===== src/sv/csdp_pkg.sv =====
`default_nettype none
// ----------------------------------------------------------------------------
// csdp_pkg
// Shared codes, constants and types of the console and sector disk port.
// ----------------------------------------------------------------------------
package csdp_pkg;

	localparam int SECTOR_BYTES_DEF = 512;
	localparam int ID_BYTES         = 16;
	localparam int REPLY_BYTES      = 4;

	// item kinds
	localparam logic [2:0] KIND_BUS_RD = 3'd0;
	localparam logic [2:0] KIND_BUS_WR = 3'd1;
	localparam logic [2:0] KIND_FILL   = 3'd2;
	localparam logic [2:0] KIND_FETCH  = 3'd3;
	localparam logic [2:0] KIND_DONE   = 3'd4;

	// bus ports
	localparam logic [1:0] PORT_CONSOLE = 2'd0;
	localparam logic [1:0] PORT_TERM    = 2'd1;
	localparam logic [1:0] PORT_DISK    = 2'd2;
	localparam logic [1:0] PORT_DATA    = 2'd3;

	// disk commands
	localparam logic [7:0] CMD_NOP   = 8'h00;
	localparam logic [7:0] CMD_STAT  = 8'h01;
	localparam logic [7:0] CMD_TYPE  = 8'h02;
	localparam logic [7:0] CMD_CAP   = 8'h03;
	localparam logic [7:0] CMD_CSD   = 8'h04;
	localparam logic [7:0] CMD_RESET = 8'h10;
	localparam logic [7:0] CMD_INIT  = 8'h20;
	localparam logic [7:0] CMD_READ  = 8'h30;
	localparam logic [7:0] CMD_PREP  = 8'h40;
	localparam logic [7:0] CMD_WRITE = 8'h50;
	localparam logic [7:0] CMD_VER   = 8'hF0;

	localparam logic [7:0] ERR_NO_MEDIA = 8'hF7;
	localparam logic [7:0] ERR_IO       = 8'hFA;
	localparam logic [7:0] STS_NO_MEDIA = 8'h40;
	localparam logic [7:0] CON_IN_RDY   = 8'h20;
	localparam logic [7:0] CON_OUT_RDY  = 8'h10;
	localparam logic [7:0] BYTE_NONE    = 8'hFF;

	localparam logic [31:0] VER_WORD = 32'h030E009F;

	// read stream sources
	localparam logic [1:0] SRC_REPLY  = 2'd0;
	localparam logic [1:0] SRC_SECTOR = 2'd1;
	localparam logic [1:0] SRC_ID     = 2'd2;

	// storage requests
	localparam logic [1:0] REQ_NONE  = 2'd0;
	localparam logic [1:0] REQ_READ  = 2'd1;
	localparam logic [1:0] REQ_WRITE = 2'd2;

	// configuration registers
	localparam logic CFG_MEDIA   = 1'b0;
	localparam logic CFG_SECTORS = 1'b1;

	typedef struct packed {
		logic [7:0]  read_data;
		logic        console_out_valid;
		logic [7:0]  console_out_byte;
		logic        console_take;
		logic [1:0]  storage_request;
		logic [31:0] storage_sector_lba;
		logic [7:0]  buffer_byte;
		logic        mem_rd;
		logic        mem_bb;
	} res_t;

endpackage
`default_nettype wire


===== src/sv/csdp_secbuf.sv =====
`default_nettype none
// ----------------------------------------------------------------------------
// csdp_secbuf
// Sector buffer memory, one access per cycle, registered read data.
// ----------------------------------------------------------------------------
module csdp_secbuf #(
	parameter int DEPTH = csdp_pkg::SECTOR_BYTES_DEF,
	parameter int AW    = $clog2(DEPTH)
) (
	input  wire logic          clk,
	input  wire logic          we,
	input  wire logic          re,
	input  wire logic [AW-1:0] addr,
	input  wire logic [7:0]    wdata,
	output logic      [7:0]    rdata
);

	logic [7:0] mem [DEPTH];

	always_ff @(posedge clk) begin
		if (we) begin
			mem[addr] <= wdata;
		end
		if (re) begin
			rdata <= mem[addr];
		end
	end

endmodule
`default_nettype wire


===== src/sv/csdp_ctrl.sv =====
`default_nettype none
// ----------------------------------------------------------------------------
// csdp_ctrl
// Register state, command decode and stream pointers; drives the buffer port.
// ----------------------------------------------------------------------------
module csdp_ctrl #(
	parameter int SECTOR_BYTES = csdp_pkg::SECTOR_BYTES_DEF,
	parameter int AW           = $clog2(SECTOR_BYTES)
) (
	input  wire logic          clk,
	input  wire logic          arst_n,
	input  wire logic          fire,
	input  wire logic [2:0]    kind,
	input  wire logic [1:0]    port,
	input  wire logic [7:0]    data,
	input  wire logic [1:0]    console_ready,
	input  wire logic [7:0]    console_byte,
	input  wire logic [8:0]    sector_index,
	input  wire logic          storage_ok,
	input  wire logic          cfg_we,
	input  wire logic          cfg_index,
	input  wire logic [31:0]   cfg_data,
	output csdp_pkg::res_t     res,
	output logic               ram_we,
	output logic               ram_re,
	output logic      [AW-1:0] ram_addr,
	output logic      [7:0]    ram_wdata
);

	localparam int CW = $clog2(SECTOR_BYTES + 1);
	localparam int MW = (AW + 1 > 9) ? AW + 1 : 9;

	logic          media_q;
	logic [31:0]   cap_q;
	logic [7:0]    status_q, status_n;
	logic [7:0]    error_q, error_n;
	logic [7:0]    reply_q [4];
	logic [7:0]    reply_n [4];
	logic [1:0]    rsrc_q, rsrc_n;
	logic [AW-1:0] ridx_q, ridx_n;
	logic [CW-1:0] rrem_q, rrem_n;
	logic          wsec_q, wsec_n;
	logic [AW-1:0] widx_q, widx_n;
	logic [CW-1:0] wrem_q, wrem_n;
	logic [1:0]    pend_q, pend_n;
	logic          we_c, re_c;
	logic [AW-1:0] addr_c;
	logic [MW-1:0] sidx_m;
	logic [AW-1:0] sidx_a;
	logic [31:0]   reply_word;

	// sector index modulo buffer size
	always_comb begin
		sidx_m = MW'(sector_index);
		for (int i = 0; i < 3; i++) begin
			if (sidx_m >= MW'(SECTOR_BYTES)) begin
				sidx_m = sidx_m - MW'(SECTOR_BYTES);
			end
		end
		sidx_a = sidx_m[AW-1:0];
	end

	assign reply_word = {reply_q[3], reply_q[2], reply_q[1], reply_q[0]};

	always_comb begin
		res = '0;
		res.read_data = csdp_pkg::BYTE_NONE;
		status_n = status_q;
		error_n  = error_q;
		reply_n  = reply_q;
		rsrc_n   = rsrc_q;
		ridx_n   = ridx_q;
		rrem_n   = rrem_q;
		wsec_n   = wsec_q;
		widx_n   = widx_q;
		wrem_n   = wrem_q;
		pend_n   = pend_q;
		we_c     = 1'b0;
		re_c     = 1'b0;
		addr_c   = sidx_a;
		case (kind)
			csdp_pkg::KIND_BUS_RD: begin
				case (port)
					csdp_pkg::PORT_CONSOLE: begin
						res.read_data = (console_ready[0] ? csdp_pkg::CON_IN_RDY : 8'h00) |
							(console_ready[1] ? csdp_pkg::CON_OUT_RDY : 8'h00);
					end
					csdp_pkg::PORT_TERM: begin
						res.read_data    = console_byte;
						res.console_take = 1'b1;
					end
					csdp_pkg::PORT_DISK: begin
						res.read_data = status_q;
					end
					default: begin
						if (rrem_q != '0) begin
							if (rsrc_q == csdp_pkg::SRC_SECTOR) begin
								re_c       = 1'b1;
								addr_c     = ridx_q;
								res.mem_rd = 1'b1;
							end else if (rsrc_q == csdp_pkg::SRC_ID) begin
								res.read_data = 8'h00;
							end else begin
								res.read_data = reply_q[ridx_q[1:0]];
							end
							ridx_n = ridx_q + 1'b1;
							rrem_n = rrem_q - 1'b1;
						end
					end
				endcase
			end
			csdp_pkg::KIND_BUS_WR: begin
				case (port)
					csdp_pkg::PORT_TERM: begin
						res.console_out_valid = 1'b1;
						res.console_out_byte  = data;
					end
					csdp_pkg::PORT_DISK: begin
						case (data)
							csdp_pkg::CMD_NOP, csdp_pkg::CMD_RESET: begin
								status_n = '0;
								error_n  = '0;
								rsrc_n   = csdp_pkg::SRC_REPLY;
								ridx_n   = '0;
								rrem_n   = CW'(csdp_pkg::REPLY_BYTES);
								wsec_n   = 1'b0;
								widx_n   = '0;
								wrem_n   = CW'(csdp_pkg::REPLY_BYTES);
							end
							csdp_pkg::CMD_STAT: begin
								reply_n[0] = error_q;
								rsrc_n     = csdp_pkg::SRC_REPLY;
								ridx_n     = '0;
								rrem_n     = CW'(1);
								status_n   = '0;
								error_n    = '0;
							end
							csdp_pkg::CMD_TYPE: begin
								rsrc_n     = csdp_pkg::SRC_REPLY;
								ridx_n     = '0;
								rrem_n     = CW'(1);
								reply_n[0] = {7'd0, media_q};
								status_n   = media_q ? 8'h00 : csdp_pkg::STS_NO_MEDIA;
								error_n    = media_q ? 8'h00 : csdp_pkg::ERR_NO_MEDIA;
							end
							csdp_pkg::CMD_CAP: begin
								reply_n[0] = cap_q[7:0];
								reply_n[1] = cap_q[15:8];
								reply_n[2] = cap_q[23:16];
								reply_n[3] = cap_q[31:24];
								status_n   = '0;
								error_n    = '0;
								rsrc_n     = csdp_pkg::SRC_REPLY;
								ridx_n     = '0;
								rrem_n     = CW'(csdp_pkg::REPLY_BYTES);
							end
							csdp_pkg::CMD_CSD: begin
								rsrc_n   = csdp_pkg::SRC_ID;
								ridx_n   = '0;
								rrem_n   = CW'(csdp_pkg::ID_BYTES);
								status_n = '0;
								error_n  = '0;
							end
							csdp_pkg::CMD_INIT: begin
								status_n = media_q ? 8'h00 : csdp_pkg::STS_NO_MEDIA;
								error_n  = media_q ? 8'h00 : csdp_pkg::ERR_NO_MEDIA;
							end
							csdp_pkg::CMD_READ, csdp_pkg::CMD_WRITE: begin
								status_n = '0;
								error_n  = '0;
								if (!media_q) begin
									error_n = csdp_pkg::ERR_IO;
								end else begin
									res.storage_request = (data == csdp_pkg::CMD_READ) ?
										csdp_pkg::REQ_READ : csdp_pkg::REQ_WRITE;
									res.storage_sector_lba = reply_word;
									pend_n = res.storage_request;
								end
								wsec_n = 1'b0;
								widx_n = '0;
								wrem_n = CW'(csdp_pkg::REPLY_BYTES);
							end
							csdp_pkg::CMD_PREP: begin
								status_n = '0;
								error_n  = '0;
								wsec_n   = 1'b1;
								widx_n   = '0;
								wrem_n   = CW'(SECTOR_BYTES);
								rrem_n   = '0;
							end
							csdp_pkg::CMD_VER: begin
								reply_n[0] = csdp_pkg::VER_WORD[7:0];
								reply_n[1] = csdp_pkg::VER_WORD[15:8];
								reply_n[2] = csdp_pkg::VER_WORD[23:16];
								reply_n[3] = csdp_pkg::VER_WORD[31:24];
								rsrc_n     = csdp_pkg::SRC_REPLY;
								ridx_n     = '0;
								rrem_n     = CW'(csdp_pkg::REPLY_BYTES);
							end
							default: begin
							end
						endcase
					end
					csdp_pkg::PORT_DATA: begin
						if (wrem_q != '0) begin
							if (wsec_q) begin
								we_c   = 1'b1;
								addr_c = widx_q;
							end else begin
								reply_n[widx_q[1:0]] = data;
							end
							widx_n = widx_q + 1'b1;
							wrem_n = wrem_q - 1'b1;
						end
					end
					default: begin
					end
				endcase
			end
			csdp_pkg::KIND_FILL: begin
				we_c = 1'b1;
			end
			csdp_pkg::KIND_FETCH: begin
				re_c       = 1'b1;
				res.mem_bb = 1'b1;
			end
			csdp_pkg::KIND_DONE: begin
				if (pend_q != csdp_pkg::REQ_NONE) begin
					if (!storage_ok) begin
						error_n = csdp_pkg::ERR_IO;
					end else if (pend_q == csdp_pkg::REQ_READ) begin
						rsrc_n = csdp_pkg::SRC_SECTOR;
						ridx_n = '0;
						rrem_n = CW'(SECTOR_BYTES);
					end
					pend_n = csdp_pkg::REQ_NONE;
				end
			end
			default: begin
			end
		endcase
	end

	assign ram_we    = fire & we_c;
	assign ram_re    = fire & re_c;
	assign ram_addr  = addr_c;
	assign ram_wdata = data;

	always_ff @(posedge clk or negedge arst_n) begin
		if (!arst_n) begin
			media_q  <= 1'b0;
			cap_q    <= '0;
			status_q <= '0;
			error_q  <= '0;
			for (int i = 0; i < 4; i++) begin
				reply_q[i] <= '0;
			end
			rsrc_q   <= csdp_pkg::SRC_REPLY;
			ridx_q   <= '0;
			rrem_q   <= CW'(csdp_pkg::REPLY_BYTES);
			wsec_q   <= 1'b0;
			widx_q   <= '0;
			wrem_q   <= CW'(csdp_pkg::REPLY_BYTES);
			pend_q   <= csdp_pkg::REQ_NONE;
		end else begin
			if (cfg_we) begin
				if (cfg_index == csdp_pkg::CFG_MEDIA) begin
					media_q <= cfg_data[0];
				end else begin
					cap_q <= cfg_data;
				end
			end
			if (fire) begin
				status_q <= status_n;
				error_q  <= error_n;
				reply_q  <= reply_n;
				rsrc_q   <= rsrc_n;
				ridx_q   <= ridx_n;
				rrem_q   <= rrem_n;
				wsec_q   <= wsec_n;
				widx_q   <= widx_n;
				wrem_q   <= wrem_n;
				pend_q   <= pend_n;
			end
		end
	end

`ifndef ASSERT_OFF
	a_pend_code: assert property (@(posedge clk) disable iff (!arst_n)
		pend_q != 2'd3) else $error("pending op holds an invalid code");
	a_rrem_max: assert property (@(posedge clk) disable iff (!arst_n)
		rrem_q <= CW'(SECTOR_BYTES)) else $error("read count beyond buffer size");
	a_wrem_max: assert property (@(posedge clk) disable iff (!arst_n)
		wrem_q <= CW'(SECTOR_BYTES)) else $error("write count beyond buffer size");
	a_wrem_reply: assert property (@(posedge clk) disable iff (!arst_n)
		!wsec_q |-> wrem_q <= CW'(csdp_pkg::REPLY_BYTES))
		else $error("reply write stream longer than reply buffer");
`endif

endmodule
`default_nettype wire


===== src/sv/console_and_sector_disk_port_core.sv =====
`default_nettype none
// ----------------------------------------------------------------------------
// console_and_sector_disk_port_core
// Four-port console and sector disk device with a sector buffer memory.
// ----------------------------------------------------------------------------
// channel   direction  handshake             payload
// in        input      in_valid / in_stall    kind port data console_ready
//                                             console_byte sector_index storage_ok
// out       output     out_valid / out_stall  read_data console_out_* console_take
//                                             storage_request storage_sector_lba
//                                             buffer_byte
// cfg       input      cfg_valid / cfg_ready  cfg_index cfg_data
//
// one item per cycle unless stalled; each makes one result via stage 1 and res_q
// the buffer port gives at most one access per item; its read data lands in stage 1
// state updates at accept, so the next item sees them without an interlock
// in_stall rises only while stage 1 is full and the output register is held
// reset clears all control and register state; the sector buffer is not cleared
// ----------------------------------------------------------------------------
module console_and_sector_disk_port_core #(
	parameter int SECTOR_BYTES = csdp_pkg::SECTOR_BYTES_DEF
) (
	input  wire logic        clk,
	input  wire logic        arst_n,
	input  wire logic        in_valid,
	output logic             in_stall,
	input  wire logic [2:0]  kind,
	input  wire logic [1:0]  port,
	input  wire logic [7:0]  data,
	input  wire logic [1:0]  console_ready,
	input  wire logic [7:0]  console_byte,
	input  wire logic [8:0]  sector_index,
	input  wire logic        storage_ok,
	output logic             out_valid,
	input  wire logic        out_stall,
	output logic      [7:0]  read_data,
	output logic             console_out_valid,
	output logic      [7:0]  console_out_byte,
	output logic             console_take,
	output logic      [1:0]  storage_request,
	output logic      [31:0] storage_sector_lba,
	output logic      [7:0]  buffer_byte,
	input  wire logic        cfg_valid,
	output logic             cfg_ready,
	input  wire logic        cfg_index,
	input  wire logic [31:0] cfg_data
);

	localparam int AW = $clog2(SECTOR_BYTES);

	logic            fire;
	logic            adv_s1;
	logic            vld_s1;
	csdp_pkg::res_t  res_c;
	csdp_pkg::res_t  res_s1;
	csdp_pkg::res_t  res_mem;
	csdp_pkg::res_t  res_q;
	logic            out_vld_q;
	logic            ram_we, ram_re;
	logic [AW-1:0]   ram_addr;
	logic [7:0]      ram_wdata, ram_rdata;

	assign cfg_ready = 1'b1;
	assign adv_s1    = !out_vld_q || !out_stall;
	assign in_stall  = vld_s1 && !adv_s1;
	assign fire      = in_valid && !in_stall;

	csdp_ctrl #(
		.SECTOR_BYTES(SECTOR_BYTES),
		.AW(AW)
	) u_ctrl (
		.clk(clk),
		.arst_n(arst_n),
		.fire(fire),
		.kind(kind),
		.port(port),
		.data(data),
		.console_ready(console_ready),
		.console_byte(console_byte),
		.sector_index(sector_index),
		.storage_ok(storage_ok),
		.cfg_we(cfg_valid && cfg_ready),
		.cfg_index(cfg_index),
		.cfg_data(cfg_data),
		.res(res_c),
		.ram_we(ram_we),
		.ram_re(ram_re),
		.ram_addr(ram_addr),
		.ram_wdata(ram_wdata)
	);

	csdp_secbuf #(
		.DEPTH(SECTOR_BYTES),
		.AW(AW)
	) u_secbuf (
		.clk(clk),
		.we(ram_we),
		.re(ram_re),
		.addr(ram_addr),
		.wdata(ram_wdata),
		.rdata(ram_rdata)
	);

	always_ff @(posedge clk or negedge arst_n) begin
		if (!arst_n) begin
			vld_s1    <= 1'b0;
			out_vld_q <= 1'b0;
		end else begin
			if (!vld_s1 || adv_s1) begin
				vld_s1 <= fire;
			end
			if (adv_s1) begin
				out_vld_q <= vld_s1;
			end
		end
	end

	// merge buffer read data into the stage 1 result
	always_comb begin
		res_mem = res_s1;
		if (res_s1.mem_rd) begin
			res_mem.read_data = ram_rdata;
		end
		if (res_s1.mem_bb) begin
			res_mem.buffer_byte = ram_rdata;
		end
	end

	always_ff @(posedge clk) begin
		if (fire) begin
			res_s1 <= res_c;
		end
		if (adv_s1 && vld_s1) begin
			res_q <= res_mem;
		end
	end

	assign out_valid          = out_vld_q;
	assign read_data          = res_q.read_data;
	assign console_out_valid  = res_q.console_out_valid;
	assign console_out_byte   = res_q.console_out_byte;
	assign console_take       = res_q.console_take;
	assign storage_request    = res_q.storage_request;
	assign storage_sector_lba = res_q.storage_sector_lba;
	assign buffer_byte        = res_q.buffer_byte;

`ifndef ASSERT_OFF
	a_no_overrun: assert property (@(posedge clk) disable iff (!arst_n)
		fire |-> (!vld_s1 || adv_s1)) else $error("item taken over a held stage");
	a_fire_fills: assert property (@(posedge clk) disable iff (!arst_n)
		fire |=> vld_s1) else $error("taken item lost before stage 1");
	a_stall_cause: assert property (@(posedge clk) disable iff (!arst_n)
		in_stall |-> (vld_s1 && out_vld_q)) else $error("stall without a held result");
`endif

endmodule
`default_nettype wire

===== config.mk =====
export PLATFORM = sky130hd
export DESIGN_NAME = console_and_sector_disk_port_core
export DESIGN_NICKNAME = d
export VERILOG_FILES = /design/src/sv/csdp_pkg.sv /design/src/sv/csdp_secbuf.sv /design/src/sv/csdp_ctrl.sv /design/src/sv/console_and_sector_disk_port_core.sv
export SDC_FILE = /design/constraint.sdc
export NUM_CORES = 2
export LEC_CHECK = 0
export BUFFER_PORTS_ARGS = -buffer_cell sky130_fd_sc_hd__buf_2
export CORE_MARGIN = 8
export CORE_UTILIZATION = 45
export CTS_CLUSTER_SIZE = 30
export DETAILED_ROUTE_END_ITERATION = 16
export PLACE_DENSITY_LB_ADDON = 0.12
export SYNTH_ARGS = -nofsm -noshare
export SYNTH_HDL_FRONTEND = slang
export SYNTH_SLANG_ARGS = --single-unit
export TNS_END_PERCENT = 100

===== constraint.sdc =====
create_clock -name clk -period 7.39 [get_ports clk]
set_clock_uncertainty 0.05 [all_clocks]
set_input_delay 1.478 -clock clk [delete_from_list [all_inputs] [get_ports clk]]
set_output_delay 1.478 -clock clk [all_outputs]
set_load 0.01 [all_outputs]

After elaboration in Yosys (flattened, before gate mapping). Memories as Yosys holds them, arrays and structs flattened. A register that Yosys moved wholly into a read port is not among the register bits. Cells that the tools add are included.

Reduce and logical (&&, ||, !) cells: 48. Magnitude comparators: 3. Bitwise operators: 6. Add/subtract/negate cells: 4. Equal/unequal tests: 39. Mux-type cells: 82.

Operators by type and width (number): 2-to-1 mux 9 bit (16); 2-to-1 mux 8 bit (12); 2-to-1 mux 10 bit (7); 2-to-1 mux 32 bit (2); case mux 32 bit (2 select lines) (1); case mux 24 bit (2 select lines) (1); case mux 8 bit (3 select lines) (2); case mux 10 bit (2 select lines) (2); case mux 10 bit (4 select lines) (1); case mux 9 bit (2 select lines) (2); bitwise mux 32 bit (1); case mux 8 bit (2 select lines) (2); case mux 8 bit (4 select lines) (1); case mux 10 bit (3 select lines) (1); case mux 9 bit (3 select lines) (1); AND reduction 6 bit (4); nonzero test 10 bit (2); subtractor 10 x 1 -> 10 bit, second input constant (2); adder 9 x 1 -> 9 bit, second input constant (2); 2-to-1 mux 2 bit (9); AND reduction 9 bit (2); binary-select mux 8 bit (select 2 bit) (1); demux 8 bit (select 2 bit) (1); equality test 8 x 2 -> 1 bit, second input constant (2); 49 further kinds (105).

Memory bits (writable): 4096. Register bits: 240. Memories kept: 1.

Memory list: u_secbuf.mem (depth 512, width 8, rd ports 1, clocked after Yosys merged registers in 1, write ports 1, RTL line csdp_secbuf.sv:18) `logic [7:0] mem [DEPTH];`.

Logic depth before layout (Yosys ltp).
Depth in word-level cells: 9. Mapped depth: 20.

By module. Synthesis repeated with hierarchy kept, for this count alone.

Cell total of the unflattened synthesis: 8439. Area, all modules: 169455.0 sq um.

Modules (own cells, without submodules): csdp_secbuf (cells an instance 7575, area each 158439.5 sq um, times used 1); csdp_ctrl (cells an instance 714, area each 6991.7 sq um, times used 1); console_and_sector_disk_port_core (cells an instance 150, area each 4023.9 sq um, times used 1).

Worst setup path before layout. Ideal clock, no wire load.

Kind: input port to flip-flop. Start: input out_stall. End: register res_q, in the netlist buffer_byte[0] (enable). Slack: 937 ps. Stages on the path: 1. Data required time: 6771 ps. Arrival time: 5833 ps. Library setup time: 569 ps. Cells stage by stage: a21boi_0.

Word-level cells in the longest chain between the ends: 3.

Ends and longest elaborated chain: start: declaration (RTL line console_and_sector_disk_port_core.sv:35) `input wire logic out_stall,`; zero test 1 bit (RTL line console_and_sector_disk_port_core.sv:64) `assign adv_s1 = !out_vld_q || !out_stall;`; logical OR 1 bit (RTL line console_and_sector_disk_port_core.sv:64); logical AND 1 bit (RTL line console_and_sector_disk_port_core.sv:133) `if (adv_s1 && vld_s1) begin`; end signal: assignment (RTL line console_and_sector_disk_port_core.sv:134) `res_q <= res_mem;`; end: declaration (RTL line console_and_sector_disk_port_core.sv:57) `csdp_pkg::res_t res_q;`.

No other way between the ends. A chain may end at the register's enable or synchronous reset.

Final worst setup path.
Start: register u_ctrl.wrem_q[0]. End: register u_secbuf.rdata[7] (read register of u_secbuf.mem) (data pin).

Word-level cells in the longest chain between the ends: 4.

Ends and longest elaborated chain: start: declaration (RTL line csdp_ctrl.sv:44) `logic [CW-1:0] wrem_q, wrem_n;`; start signal: assignment (RTL line csdp_ctrl.sv:263) `wrem_q <= CW'(csdp_pkg::REPLY_BYTES);`; start signal: assignment (RTL line csdp_ctrl.sv:282) `wrem_q <= wrem_n;`; nonzero test 10 bit (RTL line csdp_ctrl.sv:205) `if (wrem_q != '0) begin`; 2-to-1 mux 9 bit (RTL line csdp_ctrl.sv:205); 2-to-1 mux 9 bit (RTL line csdp_ctrl.sv:113) `case (port)`; case mux 9 bit (2 select lines) (RTL line csdp_ctrl.sv:81) `case (kind)`; end: declaration (RTL line csdp_secbuf.sv:15) `output logic [7:0] rdata`.

No other way between the ends.

==> reports/results.ini <==
[route]
drt_iter0_drc = 13420
wirelength_mm = 540.0
drc = 0
final_antenna_net_count = 0
vias = 110800
wl_per_cell_um = 29.49
viasPerCell = 6.050
dr.pass1.iters = 6

[yosys]
synth_nets = 12900
synth_cell_type_count = 76
yosysSeqAreaShare = 0.7470
yosys_warnings = 0
syn_inst = 12820
avgSynthCellArea_um2 = 13.52
async_flop_share = 0.02632
syn-cell-area_um2 = 173400
ys_ff_latch = 4332
synth_edf_count = 4218
synthFlopType = edfxtp_1

[floorplan]
num_rows = 228
io_pins = 134
dieArea_um2 = 405400
coreArea_um2 = 384500
die_h_um = 636.7
die_w_um = 636.7
start_util = 0.4509

[pwr]
p_total_mw = 54.11
power.density_nw_per_um2 = 277.3
p_clk_frac = 0.416
swShare = 0.2362
pwr-share-seq = 0.505
ir_drop_v = 0.0001999
power.leakage_nw = 65.20
p_int_mw = 41.33
p_sw_mw = 12.78
p_comb_frac = 0.079

[worst_setup_path]
required_ns = 8.03
cp_cell_sequence = inv_1 -> ha_1 -> or4b_4 -> or3_1 -> a32oi_4 -> nand2_4 -> buf_12 -> buf_12 -> buf_4 -> a211oi_1 -> a311oi_1 -> nor4_1 -> a31oi_1 -> nand4_1 -> and4_1 -> nand4_1
path_class = flop to flop
critPathSlowestCell = nor4_1
cp-start-kind = flop
critPathMaxStageDelay_ns = 0.81
worstRegToRegCells = 16
worst-path-max-fanout = 55
rr_endpoint = u_secbuf.rdata[7]$_DFFE_PP_
timing.rr.start = u_ctrl.wrem_q[0]$_DFFE_PN0P_
crit_arrival_ns = 7.38
endpoint_kind = flop
reg2reg_setup_slack_ns = 0.65

[clock_network]
clk_path_buf_depth = 4
cts_htree_levels = 5
cts.repair.resized = 0
root_buffer = clkbuf_16
cts_setup_buffers = 0
cts_hold_repair.buffers = 0
cts_buffers = 453
clk_pin_slew_ns = 0.06
cts_tree = built
clkSinkCount = 4332
insertion_delay_ns = 1.00

[placed_design]
dp_hpwl_mm = 322.8
place_ws_ns = 0.1230
io_buffers = 132
gp_congestion = 0.8580

[global_routing]
grt_pass1_wl_mm = 774.2
grt_max_degree = 173
antenna_found_initial = 27
overflow = 0
grt_pass1_vias = 106900
grt_usage = 0.2566

[min_path]
hold_path_depth = 0
holdCritStartpoint = res_mem[38]$_SDFFCE_PN0P_
min_to = storage_sector_lba[28]$_DFFE_PP_
min_path_type = flop to flop

[sta]
tns_ns = 0
fin_crit_ns = 6.741
worst_slack_ns = 0.6487
hold_viol_final = 0
max_slew_margin = 0.1002
finalCritPeriodShare = 0.9122
worstMarginPinSlew_ns = 1.347
setup_violations = 0
drv_slew = 0
max_freq_mhz = 148.3
rsz0062_at_grt = no

[final_layout]
seq_area_um2 = 129500
fillCellCount = 32430
finalNetCount = 12950
final_common_cell = edfxtp_1
syn2layout_area_growth_pct = 12.56
layout_common_cells = edfxtp_1, nand2_1, nand3_1
layout-drive-gt1-share = 0.1068
multi_input_area_um2 = 39590
postLayoutCoreUtil = 0.5075

[status]
status = complete, no violations

[job]
maxCapViolCount = 0

cells in the mapped netlist, drive strengths merged, types with 7 or more instances:
| library cell | instances | area, um2 |
|---|---|---|
| buf | 513 | 2862 |
| nand2 | 3265 | 12260 |
| o22a | 15 | 131.4 |
| dfrtp | 112 | 2803 |
| clkbuf | 454 | 1704 |
| nor2 | 613 | 2308 |
| a31oi | 676 | 4229 |
| nor3 | 20 | 116.4 |
| a221oi | 32 | 304.0 |
| a211oi | 299 | 2245 |
| o211ai | 9 | 67.56 |
| a21boi | 11 | 82.58 |
| nand4 | 38 | 237.7 |
| edfxtp | 4218 | 126700 |
| nand3 | 800 | 4004 |
| a311oi | 213 | 1866 |
| o21ai | 166 | 830.8 |
| a22o | 15 | 131.4 |
| a32oi | 39 | 349.1 |
| and4 | 10 | 87.58 |
| a22oi | 228 | 1712 |
| mux4 | 62 | 1396 |
| mux2i | 19 | 190.2 |
| ha | 7 | 87.58 |
| a2111oi | 15 | 131.4 |
| a311o | 15 | 150.1 |
| a21oi | 258 | 1291 |
| o31ai | 24 | 180.2 |
| and4b | 8 | 80.08 |
| nand2b | 9 | 56.30 |
| and3 | 399 | 2496 |
| nor4 | 34 | 212.7 |
| a221o | 12 | 121.4 |
| o41ai | 12 | 105.1 |
| and2 | 22 | 137.6 |
| inv | 18 | 67.56 |
| mux2 | 99 | 1115 |
routing by layer:
| metal | GRT usage | part of all wire |
|---|---|---|
| met2 | 0.4068 | 0.47 |
| met3 | 0.04718 | 0.082 |
| met5 | 0 | 0.00015 |
| met1 | 0.3586 | 0.41 |
| met4 | 0.08694 | 0.037 |
critical path: cells and delay by family, from the launching register on:
kind / cells / cell delay, ns
adder cells (fa/ha/maj): 1 / 0.20
AND/OR/NAND/NOR: 7 / 3.49
AO/OA/AOI/OAI: 4 / 1.35
flip-flops: 1 / 0.39
buffers and inverters: 4 / 0.86
registers in the layout, summed over array words and instances (netlist names), 9 cells and up:
name                count
u_ctrl.wrem_q          10
u_ctrl.widx_q           9
u_ctrl.cap_q           32
storage_sector_lba     32
u_ctrl.reply_q         32
u_secbuf.mem         4096
u_ctrl.rrem_q          10
u_ctrl.ridx_q           9
res_mem                46
kinds of logic (layout without fill, tap and decap cells):
group | after synthesis | after routing | synth area share
and+or+nand+nor | 5253 | 5253 | 0.1286
buffers and inverters | 985 | 1394 | 0.02672
adders and majority gates | 7 | 7 | 0.0005051
DFF | 4332 | 4332 | 0.7470
muxes | 180 | 180 | 0.01558
other | 1 | 18 | 0.00002163
AOI/OAI and AO/OA | 2062 | 2062 | 0.08150
xor gates and xnor gates | 2 | 2 | 0.0001010
worst max path at each step:
stage | startpoint | to
final | u_ctrl.wrem_q[0]$_DFFE_PN0P_ | u_secbuf.rdata[7]$_DFFE_PP_
after global routing | u_ctrl.wrem_q[0]$_DFFE_PN0P_ | u_secbuf.rdata[5]$_DFFE_PP_
after CTS | u_ctrl.wrem_q[0]$_DFFE_PN0P_ | u_secbuf.rdata[5]$_DFFE_PP_
after detailed placement | kind[0] | u_secbuf.rdata[5]$_DFFE_PP_
after global placement | kind[0] | u_secbuf.rdata[5]$_DFFE_PP_
after floorplan | out_stall | buffer_byte[0]$_SDFFCE_PN0P_
cell type report:
| class | count | share of cell area |
|---|---|---|
| clock buffer | 552 | 0.06042 |
| sequential | 4332 | 0.6636 |
| multi-input combinational | 7505 | 0.2029 |
| antenna | 17 | 0.0002180 |
| timing repair buffer | 558 | 0.02654 |
| inverter | 18 | 0.0003462 |
| clock inverter | 266 | 0.01355 |
| tap | 5060 | 0.03244 |
power groups by stage:
stage / clock [mW] / sequential [mW] / combinational (mW)
floorplan: 0 / 27.8 / 2.28
finish: 22.5 / 27.3 / 4.28
global route: 23.7 / 27.3 / 4.55
CTS: 22.8 / 27.3 / 4.27
detailed placement: 0 / 27.8 / 4.25
global placement: 0 / 27.8 / 4.21
metrics by stage:
| step | hold WS (ns) | cells | cell area (um2) |
|---|---|---|---|
| after floorplan | 0.3503 | 12820 | 173400 |
| after global placement | 0.3545 | 17470 | 180700 |
| after detailed placement | 0.3556 | 17470 | 180700 |
| after CTS | 0.3708 | 18290 | 195100 |
| after global routing | 0.3800 | 18300 | 195100 |
| final | 0.3695 | 18310 | 195200 |
Note: power is estimated with default switching activity, not from simulation.
